$ cat src/rtl/core/assert_macros.svh
// Assertion macros shared by the keyed slot table RTL.
`ifndef ASSERT_MACROS_SVH
`define ASSERT_MACROS_SVH

// Check prop at every rising clock edge outside reset.
`define KST_ASSERT(label, prop) \
   label: assert property (@(posedge clock) disable iff (reset) (prop)) \
      else $error("keyed slot table assertion failed");

// Check that pre is followed by post in the next cycle.
`define KST_ASSERT_NEXT(label, pre, post) \
   label: assert property (@(posedge clock) disable iff (reset) (pre) |=> (post)) \
      else $error("keyed slot table assertion failed");

`endif

$ cat src/rtl/core/kst_pkg.sv
// Package: beat types, operation codes and compare result struct for the slot table.
package kst_pkg;

   localparam logic [2:0] KIND_INSERT   = 3'd0;
   localparam logic [2:0] KIND_REMOVE   = 3'd1;
   localparam logic [2:0] KIND_LOOKUP   = 3'd2;
   localparam logic [2:0] KIND_POSITION = 3'd3;
   localparam logic [2:0] KIND_UPDATE   = 3'd4;

   typedef struct packed {
      logic [2:0]  kind;
      logic [63:0] key;
      logic [63:0] payload;
      logic [5:0]  position;
   } req_type;

   typedef struct packed {
      logic        ok;
      logic [63:0] out_key;
      logic [63:0] out_payload;
      logic [5:0]  count;
      logic        full_res;
      logic        empty_res;
   } rsp_type;

   typedef struct packed {
      logic key_hit;
      logic free_hit;
      logic rank_hit;
   } hit_type;

endpackage

$ cat src/rtl/core/keyed_slot_table.sv
// Top level: keyed slot table with a sequencer scanning slot memory through one compare unit.
//
// A table of SLOTS entries (valid flag, key, payload) in on-chip memory, scanned one
// slot per cycle through a single compare unit. After reset a clearing pass zeroes
// the valid flags; req_ready stays low during it. One request is in work at a time:
// accept, then a scan (one read per slot, data compared in the next cycle), an extra
// write step for an update that moves its entry to a lower free slot, and a step to
// load the result register. Lookups, removes and updates stop at the matching slot and
// lookup by position at the wanted rank; inserts scan the whole table unless the key is
// already present, where they stop at it. Requests that fail at once (full table, bad
// position, unknown kind) skip the scan. A new request is taken while the previous
// result still waits on rsp_ready.
`include "assert_macros.svh"

module keyed_slot_table #(
   parameter int SLOTS        = 32,
   parameter int KEY_BITS     = 64,
   parameter int PAYLOAD_BITS = 64
) (
   input  logic             clock,
   input  logic             reset,
   input  logic             req_valid,
   output logic             req_ready,
   input  kst_pkg::req_type req_data,
   output logic             rsp_valid,
   input  logic             rsp_ready,
   output kst_pkg::rsp_type rsp_data
);

   localparam int IDX_W = (SLOTS > 1) ? $clog2(SLOTS) : 1;
   localparam int CNT_W = $clog2(SLOTS + 1);

   localparam logic [2:0] ST_CLEAR  = 3'd0;
   localparam logic [2:0] ST_IDLE   = 3'd1;
   localparam logic [2:0] ST_SCAN   = 3'd2;
   localparam logic [2:0] ST_WRITE2 = 3'd3;
   localparam logic [2:0] ST_RESP   = 3'd4;

   // control state
   logic [2:0]       state_ff, state_in;
   logic [IDX_W-1:0] clr_ff, clr_in;
   logic [CNT_W-1:0] scan_ff, scan_in;
   logic             pend_ff, pend_in;
   logic [CNT_W-1:0] count_ff, count_in;
   logic             rsp_valid_ff, rsp_valid_in;

   // request and working registers
   logic [2:0]              kind_ff, kind_in;
   logic [KEY_BITS-1:0]     key_ff, key_in;
   logic [PAYLOAD_BITS-1:0] pay_ff, pay_in;
   logic [5:0]              pos_ff, pos_in;
   logic [IDX_W-1:0]        eval_ff, eval_in;
   logic [CNT_W-1:0]        seen_ff, seen_in;
   logic                    free_fnd_ff, free_fnd_in;
   logic [IDX_W-1:0]        free_idx_ff, free_idx_in;
   logic [IDX_W-1:0]        match_idx_ff, match_idx_in;
   logic                    res_ok_ff, res_ok_in;
   logic [KEY_BITS-1:0]     res_key_ff, res_key_in;
   logic [PAYLOAD_BITS-1:0] res_pay_ff, res_pay_in;
   kst_pkg::rsp_type        rsp_ff, rsp_in;

   // memory and compare unit
   logic [IDX_W-1:0]        rd_addr;
   logic                    rd_vld;
   logic [KEY_BITS-1:0]     rd_key;
   logic [PAYLOAD_BITS-1:0] rd_payload;
   logic                    vwr_en;
   logic [IDX_W-1:0]        vwr_addr;
   logic                    vwr_bit;
   logic                    ewr_en;
   logic [IDX_W-1:0]        ewr_addr;
   kst_pkg::hit_type        hit;

   logic [IDX_W-1:0]        free_sel;
   logic                    last_slot;
   logic [CNT_W+5:0]        pos_ext;
   logic [CNT_W+5:0]        cnt_ext;
   logic [KEY_BITS+63:0]    okey_ext;
   logic [PAYLOAD_BITS+63:0] opay_ext;

   kst_mem #(
      .SLOTS        (SLOTS),
      .KEY_BITS     (KEY_BITS),
      .PAYLOAD_BITS (PAYLOAD_BITS),
      .IDX_W        (IDX_W)
   ) u_mem (
      .clock       (clock),
      .rd_addr     (rd_addr),
      .rd_vld      (rd_vld),
      .rd_key      (rd_key),
      .rd_payload  (rd_payload),
      .vwr_en      (vwr_en),
      .vwr_addr    (vwr_addr),
      .vwr_bit     (vwr_bit),
      .ewr_en      (ewr_en),
      .ewr_addr    (ewr_addr),
      .ewr_key     (key_ff),
      .ewr_payload (pay_ff)
   );

   kst_match #(
      .KEY_BITS (KEY_BITS),
      .CNT_W    (CNT_W)
   ) u_match (
      .rd_vld   (rd_vld),
      .rd_key   (rd_key),
      .req_key  (key_ff),
      .seen     (seen_ff),
      .position (pos_ff),
      .hit      (hit)
   );

   assign req_ready = (state_ff == ST_IDLE);
   assign rsp_valid = rsp_valid_ff;
   assign rsp_data  = rsp_ff;

   always_comb begin
      state_in     = state_ff;
      clr_in       = clr_ff;
      scan_in      = scan_ff;
      pend_in      = pend_ff;
      count_in     = count_ff;
      rsp_valid_in = rsp_valid_ff;
      kind_in      = kind_ff;
      key_in       = key_ff;
      pay_in       = pay_ff;
      pos_in       = pos_ff;
      eval_in      = eval_ff;
      seen_in      = seen_ff;
      free_fnd_in  = free_fnd_ff;
      free_idx_in  = free_idx_ff;
      match_idx_in = match_idx_ff;
      res_ok_in    = res_ok_ff;
      res_key_in   = res_key_ff;
      res_pay_in   = res_pay_ff;
      rsp_in       = rsp_ff;

      rd_addr  = scan_ff[IDX_W-1:0];
      vwr_en   = 1'b0;
      vwr_addr = eval_ff;
      vwr_bit  = 1'b0;
      ewr_en   = 1'b0;
      ewr_addr = eval_ff;

      // lowest free slot seen so far, or the slot under compare
      free_sel  = free_fnd_ff ? free_idx_ff : eval_ff;
      last_slot = (eval_ff == IDX_W'(SLOTS - 1));
      pos_ext   = {{CNT_W{1'b0}}, req_data.position};
      cnt_ext   = {6'd0, count_ff};
      okey_ext  = {64'd0, res_key_ff};
      opay_ext  = {64'd0, res_pay_ff};

      if (rsp_valid_ff && rsp_ready) begin
         rsp_valid_in = 1'b0;
      end

      unique case (state_ff)
         ST_CLEAR: begin
            vwr_en   = 1'b1;
            vwr_addr = clr_ff;
            vwr_bit  = 1'b0;
            clr_in   = clr_ff + 1'b1;
            if (clr_ff == IDX_W'(SLOTS - 1)) begin
               state_in = ST_IDLE;
            end
         end
         ST_IDLE: begin
            if (req_valid) begin
               kind_in     = req_data.kind;
               key_in      = req_data.key[KEY_BITS-1:0];
               pay_in      = req_data.payload[PAYLOAD_BITS-1:0];
               pos_in      = req_data.position;
               res_ok_in   = 1'b0;
               res_key_in  = '0;
               res_pay_in  = '0;
               scan_in     = '0;
               pend_in     = 1'b0;
               seen_in     = '0;
               free_fnd_in = 1'b0;
               unique case (req_data.kind)
                  kst_pkg::KIND_INSERT: begin
                     state_in = (count_ff == CNT_W'(SLOTS)) ? ST_RESP : ST_SCAN;
                  end
                  kst_pkg::KIND_REMOVE, kst_pkg::KIND_LOOKUP, kst_pkg::KIND_UPDATE: begin
                     state_in = ST_SCAN;
                  end
                  kst_pkg::KIND_POSITION: begin
                     state_in = ((pos_ext != '0) && (pos_ext <= cnt_ext)) ? ST_SCAN
                                                                           : ST_RESP;
                  end
                  default: begin
                     state_in = ST_RESP;
                  end
               endcase
            end
         end
         ST_SCAN: begin
            // issue the next read while the previous slot is compared
            if (scan_ff < CNT_W'(SLOTS)) begin
               pend_in = 1'b1;
               eval_in = scan_ff[IDX_W-1:0];
               scan_in = scan_ff + 1'b1;
            end else begin
               pend_in = 1'b0;
            end

            if (pend_ff) begin
               if (hit.free_hit && !free_fnd_ff) begin
                  free_fnd_in = 1'b1;
                  free_idx_in = eval_ff;
               end

               if (kind_ff == kst_pkg::KIND_POSITION) begin
                  if (hit.rank_hit) begin
                     res_ok_in  = 1'b1;
                     res_key_in = rd_key;
                     res_pay_in = rd_payload;
                     state_in   = ST_RESP;
                  end
                  if (rd_vld) begin
                     seen_in = seen_ff + 1'b1;
                  end
               end else if (hit.key_hit) begin
                  state_in = ST_RESP;
                  unique case (kind_ff)
                     kst_pkg::KIND_LOOKUP: begin
                        res_ok_in  = 1'b1;
                        res_key_in = rd_key;
                        res_pay_in = rd_payload;
                     end
                     kst_pkg::KIND_REMOVE: begin
                        res_ok_in  = 1'b1;
                        res_key_in = rd_key;
                        res_pay_in = rd_payload;
                        vwr_en     = 1'b1;
                        vwr_addr   = eval_ff;
                        vwr_bit    = 1'b0;
                        count_in   = count_ff - 1'b1;
                     end
                     kst_pkg::KIND_UPDATE: begin
                        res_ok_in    = 1'b1;
                        res_key_in   = rd_key;
                        res_pay_in   = rd_payload;
                        vwr_en       = 1'b1;
                        vwr_addr     = free_sel;
                        vwr_bit      = 1'b1;
                        ewr_en       = 1'b1;
                        ewr_addr     = free_sel;
                        match_idx_in = eval_ff;
                        // entry moves down: drop the old slot next cycle
                        if (free_fnd_ff) begin
                           state_in = ST_WRITE2;
                        end
                     end
                     default: begin
                        // insert of a present key fails
                        res_ok_in = 1'b0;
                     end
                  endcase
               end else if (last_slot) begin
                  state_in = ST_RESP;
                  if (kind_ff == kst_pkg::KIND_INSERT) begin
                     res_ok_in = 1'b1;
                     vwr_en    = 1'b1;
                     vwr_addr  = free_sel;
                     vwr_bit   = 1'b1;
                     ewr_en    = 1'b1;
                     ewr_addr  = free_sel;
                     count_in  = count_ff + 1'b1;
                  end
               end
            end
         end
         ST_WRITE2: begin
            vwr_en   = 1'b1;
            vwr_addr = match_idx_ff;
            vwr_bit  = 1'b0;
            state_in = ST_RESP;
         end
         ST_RESP: begin
            // hold until the result register is free
            if (!rsp_valid_ff || rsp_ready) begin
               rsp_valid_in       = 1'b1;
               rsp_in.ok          = res_ok_ff;
               rsp_in.out_key     = okey_ext[63:0];
               rsp_in.out_payload = opay_ext[63:0];
               rsp_in.count       = cnt_ext[5:0];
               rsp_in.full_res    = (count_ff == CNT_W'(SLOTS));
               rsp_in.empty_res   = (count_ff == '0);
               state_in           = ST_IDLE;
            end
         end
         default: begin
            state_in = ST_IDLE;
         end
      endcase
   end

   always_ff @(posedge clock) begin
      if (reset) begin
         state_ff     <= ST_CLEAR;
         clr_ff       <= '0;
         scan_ff      <= '0;
         pend_ff      <= 1'b0;
         count_ff     <= '0;
         rsp_valid_ff <= 1'b0;
      end else begin
         state_ff     <= state_in;
         clr_ff       <= clr_in;
         scan_ff      <= scan_in;
         pend_ff      <= pend_in;
         count_ff     <= count_in;
         rsp_valid_ff <= rsp_valid_in;
      end
   end

   always_ff @(posedge clock) begin
      kind_ff      <= kind_in;
      key_ff       <= key_in;
      pay_ff       <= pay_in;
      pos_ff       <= pos_in;
      eval_ff      <= eval_in;
      seen_ff      <= seen_in;
      free_fnd_ff  <= free_fnd_in;
      free_idx_ff  <= free_idx_in;
      match_idx_ff <= match_idx_in;
      res_ok_ff    <= res_ok_in;
      res_key_ff   <= res_key_in;
      res_pay_ff   <= res_pay_in;
      rsp_ff       <= rsp_in;
   end

   `KST_ASSERT_NEXT(a_count_scan_only, state_ff != ST_SCAN, $stable(count_ff))
   `KST_ASSERT(a_rsp_from_resp, $rose(rsp_valid_ff) |-> ($past(state_ff) == ST_RESP))
   `KST_ASSERT_NEXT(a_accept_busy, req_valid && req_ready, !req_ready)
   `KST_ASSERT(a_write2_update, (state_ff == ST_WRITE2) |-> (kind_ff == kst_pkg::KIND_UPDATE))

endmodule

$ cat src/rtl/core/kst_mem.sv
// Slot storage: valid flag memory and key/payload memory, registered reads.
module kst_mem #(
   parameter int SLOTS        = 32,
   parameter int KEY_BITS     = 64,
   parameter int PAYLOAD_BITS = 64,
   parameter int IDX_W        = 5
) (
   input  logic                    clock,
   input  logic [IDX_W-1:0]        rd_addr,
   output logic                    rd_vld,
   output logic [KEY_BITS-1:0]     rd_key,
   output logic [PAYLOAD_BITS-1:0] rd_payload,
   input  logic                    vwr_en,
   input  logic [IDX_W-1:0]        vwr_addr,
   input  logic                    vwr_bit,
   input  logic                    ewr_en,
   input  logic [IDX_W-1:0]        ewr_addr,
   input  logic [KEY_BITS-1:0]     ewr_key,
   input  logic [PAYLOAD_BITS-1:0] ewr_payload
);

   logic                             valid_mem [SLOTS];
   logic [KEY_BITS+PAYLOAD_BITS-1:0] entry_mem [SLOTS];
   logic [KEY_BITS+PAYLOAD_BITS-1:0] entry_rd_ff;

   always_ff @(posedge clock) begin
      if (vwr_en) begin
         valid_mem[vwr_addr] <= vwr_bit;
      end
      rd_vld <= valid_mem[rd_addr];
   end

   always_ff @(posedge clock) begin
      if (ewr_en) begin
         entry_mem[ewr_addr] <= {ewr_key, ewr_payload};
      end
      entry_rd_ff <= entry_mem[rd_addr];
   end

   assign rd_key     = entry_rd_ff[KEY_BITS+PAYLOAD_BITS-1:PAYLOAD_BITS];
   assign rd_payload = entry_rd_ff[PAYLOAD_BITS-1:0];

endmodule

$ cat src/rtl/core/kst_match.sv
// Shared slot compare unit: key match, free slot and rank match for one slot word.
module kst_match #(
   parameter int KEY_BITS = 64,
   parameter int CNT_W    = 6
) (
   input  logic                rd_vld,
   input  logic [KEY_BITS-1:0] rd_key,
   input  logic [KEY_BITS-1:0] req_key,
   input  logic [CNT_W-1:0]    seen,
   input  logic [5:0]          position,
   output kst_pkg::hit_type    hit
);

   logic [CNT_W+5:0] seen_inc;
   logic [CNT_W+5:0] pos_ext;

   always_comb begin
      seen_inc     = {6'd0, seen} + 1'b1;
      pos_ext      = {{CNT_W{1'b0}}, position};
      hit.key_hit  = rd_vld && (rd_key == req_key);
      hit.free_hit = !rd_vld;
      // this slot is the wanted one when it is valid and lifts the tally to the rank
      hit.rank_hit = rd_vld && (seen_inc == pos_ext);
   end

endmodule

$ cat config.mk
export PLATFORM = sky130hd
export DESIGN_NAME = keyed_slot_table
export DESIGN_NICKNAME = d
export VERILOG_FILES = /design/src/rtl/core/kst_pkg.sv /design/src/rtl/core/keyed_slot_table.sv /design/src/rtl/core/kst_mem.sv /design/src/rtl/core/kst_match.sv
export VERILOG_INCLUDE_DIRS = /design/src /design/src/rtl/core
export SDC_FILE = /design/constraint.sdc
export NUM_CORES = 2
export LEC_CHECK = 0
export BUFFER_PORTS_ARGS = -buffer_cell sky130_fd_sc_hd__buf_2
export CORE_UTILIZATION = 50
export CTS_CLUSTER_DIAMETER = 60
export DETAILED_ROUTE_END_ITERATION = 8
export PLACE_DENSITY_LB_ADDON = 0.2
export RECOVER_POWER = 25
export SYNTH_ARGS = -nofsm -noshare
export SYNTH_HDL_FRONTEND = slang
export SYNTH_MEMORY_MAX_BITS = 65536
export SYNTH_SLANG_ARGS = --single-unit
$ cat constraint.sdc
create_clock -name clock -period 46.8 [get_ports clock]
set_input_delay 9.36 -clock clock [delete_from_list [all_inputs] [get_ports clock]]
set_output_delay 9.36 -clock clock [all_outputs]
set_load 0.03 [all_outputs]
==> results.md <==
- Slew HR: -1.310
- Placed insts: 11838
- DR vias/cell: 6.315
- First-pass GRT wire length: 618700 um
- Hold_buf cts: 0
- WL per Instance: 34.38 um
- Post-cts resize count: 0
- Final setup fails: 0
- Max cap viols: 32
- Crit Path Max Fanout: 11
- Final hold violations: 0
- Clock Power Share: 0.404
- Reg-to-reg startpoint: key_ff[1]
- Least-Margin Pin Slew: 3465 ps
- Area Growth Syn to Fin: 13.56%
- HP Start: res_key_ff[0]
- Total I/O pin count: 280
- H-tree levels: 5
- Aggregate global routing overflow: 0
- Mean Syn Cell Area: 24.80 um^2
- Net switching power: 2.117 mW
- Clock Latency Late Sink: 1010 ps
- EDFF count, synth: 4553
- Failing checks: capacitance limit, slew limit
- Finished Layout Cells: 12735
- Run status: complete, but fails checks
- Rows: 217
- Internal: 7.382 mW
- Fin crit period: 11560 ps
- Clk_skew: 71.53 ps
- Synth area leader: edfxtp_1
- WP data arrival: 2200 ps
- Setup_tns: 0 ps
- DRC: 0
- Core footprint: 0.3494 mm^2
- Leakage power: 60.72 nW
- Cell variety after synth: 73
- Gate power share: 0.087
- Total GRT Usage: 0.2473
- PwrDens: 47.60 mW/mm^2
- Top-area cell type share of the netlist area: 0.7781
- Worst Hold Class: flip-flop to flip-flop
- RSZ-0062 raised after global routing: no
- Root Buffer: clkbuf_16
- Switching Share: 0.2229
- Mapped Nets: 7240
- Hold EP: rsp_data[72]
- CTS tree: done
- RR Endpoint: u_mem.entry_mem[28][60]
- Drt total wl: 437900 um
- Hold path depth: 0
- Port bufs: 279
- Yosys warnings: 0
- Crit path launch type: flip-flop
- Number of CTS-inserted buffers: 473
- Post-synth ARST share: 0
- Die Y: 594.8 um
- Initial core utilization: 0.5028
- Synth Instances: 7084
- Vias in the first global route: 82174
- Die span in x: 594.8 um
- Final ANT Viol Nets: 0
- Peak supply drop: 0.00005138 V
- Initial antenna violation count: 14
- CP Capture Type: output pin
- DRT iter0 DRCs: 10204
- Sequential Power Share: 0.510
- Post-synthesis sequential area ratio: 0.7953
- Clk pin slew, worst setup/hold paths: 60 ps
- Layout cells sized above 1: 0.3260
- Flops & latches, synth: 4704
- Critical path class: flip-flop to output pin
- CP required: 37440 ps
- Worst R2R Setup Slack: 37270 ps
- Via count: 80416
- Post-Syn Area: 0.1757 mm^2
- Final HPWL DP: 212400 um
- Clk sinks: 4704
- Pin count of the biggest net entering global routing: 144
- # nets final: 7871
- Die ar.: 0.3538 mm^2
- Clock Path Buffers: 4
- Routability-driven placement congestion ratio: 0.7766
- Ys flop type: edfxtp_1
- Synth area leaders: edfxtp_1 78%, mux4_2 17%, dfxtp_1 1.7%, mux2_2 0.86%, clkbuf_1 0.51%
- Fmax: 0.08647 GHz
- Crit share post-route: 0.2471
- Pre-antenna DRT Iters: 5
- Slew Limit Fails: 1079
- Setup bufs post-CTS: 0
- Reg2reg path depth: 13
==> cell type report <==
class | instances | area (um^2)
multi-input cells | 2010 | 34820
well taps | 4599 | 5754
inverters | 21 | 95.09
repair buffers | 505 | 3233
fillers | 24811 | 149900
clock inverters | 285 | 3018
clock buffers | 608 | 12860
diodes | 3 | 7.507
flip-flops and latches | 4704 | 139800
==> how the worst max path moves through the flow <==
stage,start,end
2_1_floorplan,req_valid,res_key_ff[0]
3_3_place_gp,req_valid,res_pay_ff[57]
3_5_place_dp,req_valid,res_pay_ff[57]
4_1_cts,state_ff[2],req_ready
5_1_grt,req_valid,res_key_ff[0]
6_report,state_ff[0],req_ready
==> logic make-up after synthesis <==
kind of cell / Yosys count / synth area share
buffers and inverters: 370 / 0.008025
XOR/XNOR: 70 / 0.003739
adder cells (fa/ha/maj): 15 / 0.001111
flip-flops: 4704 / 0.7953
AND/OR/NAND/NOR: 403 / 0.01391
multiplexers: 1430 / 0.1743
AO/OA/AOI/OAI: 92 / 0.003618
==> through the flow <==
stage / hold slack, ps / area [um^2] / worst slack, ps / utilization / total power [mW]
2_1_floorplan: 400.3 / 175700 / 24110 / - / 5.519
5_1_grt: 415.6 / 199500 / 35130 / 0.5710 / 9.780
3_5_place_dp: 404.5 / 183800 / 34270 / 0.5261 / 5.768
4_1_cts: 415.5 / 199700 / 35190 / 0.5715 / 9.571
3_3_place_gp: 405.1 / 183800 / 34320 / 0.5261 / 5.751
6_report: 414.6 / 199500 / 35240 / 0.5710 / 9.499
==> power by group through the flow <==
| stage | Combinational, mW | Sequential, mW | Clock (mW) |
|---|---|---|---|
| final | 0.823 | 4.84 | 3.83 |
| after global routing | 0.886 | 4.85 | 4.04 |
| after CTS | 0.843 | 4.84 | 3.89 |
| after detailed placement | 0.841 | 4.93 | 0 |
| after global placement | 0.831 | 4.92 | 0 |
| after floorplan | 0.608 | 4.91 | 0 |
==> critical path, cell delays in order (launching register included) <==
cell	delay (ps)
dfxtp_1	530
nand2_1	190
nor2_1	250
buf_2	250
==> registers in the layout (all words and copies together), names as in the netlist, 32 cells and up <==
name,count
u_mem.entry_rd_ff,128
u_mem.entry_mem,4096
rsp_data,137
key_ff,64
u_mem.valid_mem,32
pay_ff,64
res_key_ff,64
res_pay_ff,64
==> synth_stat cells, types with 5 or more instances <==
cell type / number
mux2i_1: 6
a31oi_1: 5
xnor2_1: 52
a22oi_1: 5
buf_1: 100
edfxtp_1: 4553
a21o_1: 11
nand2b_1: 34
inv_1: 19
mux4_2: 1290
a21oi_1: 24
nor4_1: 53
nand2_1: 19
o21ai_0: 10
buf_2: 10
nor3_1: 17
xor2_1: 15
dfxtp_1: 151
and2_1: 129
mux2_2: 134
nand4_1: 22
nor2_1: 60
nand3_1: 18
ha_1: 14
clkbuf_1: 238
nor4b_1: 9
==> cell usage in the layout, fill, tap and decap left out, types with 40 or more instances in the layout <==
master / instances
nor4_1: 40
dfxtp_1: 149
clkinv_1: 88
clkinv_2: 99
xnor2_1: 52
mux4_2: 1290
edfxtp_1: 4553
and2_1: 129
clkbuf_1: 137
bufinv_16: 53
nor2_1: 59
buf_2: 279
mux2_2: 134
clkbuf_16: 480
buf_4: 155
==> metal layers <==
metal | up-vias | wire length, um | track usage
li1 | 31800 | - | -
met1 | 44368 | 180700 | 0.3641
met2 | 3669 | 213000 | 0.3990
met3 | 579 | 34230 | 0.03236
met4 | 0 | 9913 | 0.05831
met5 | - | 0 | 0
No activity file was read; power rests on OpenSTA's default activity.
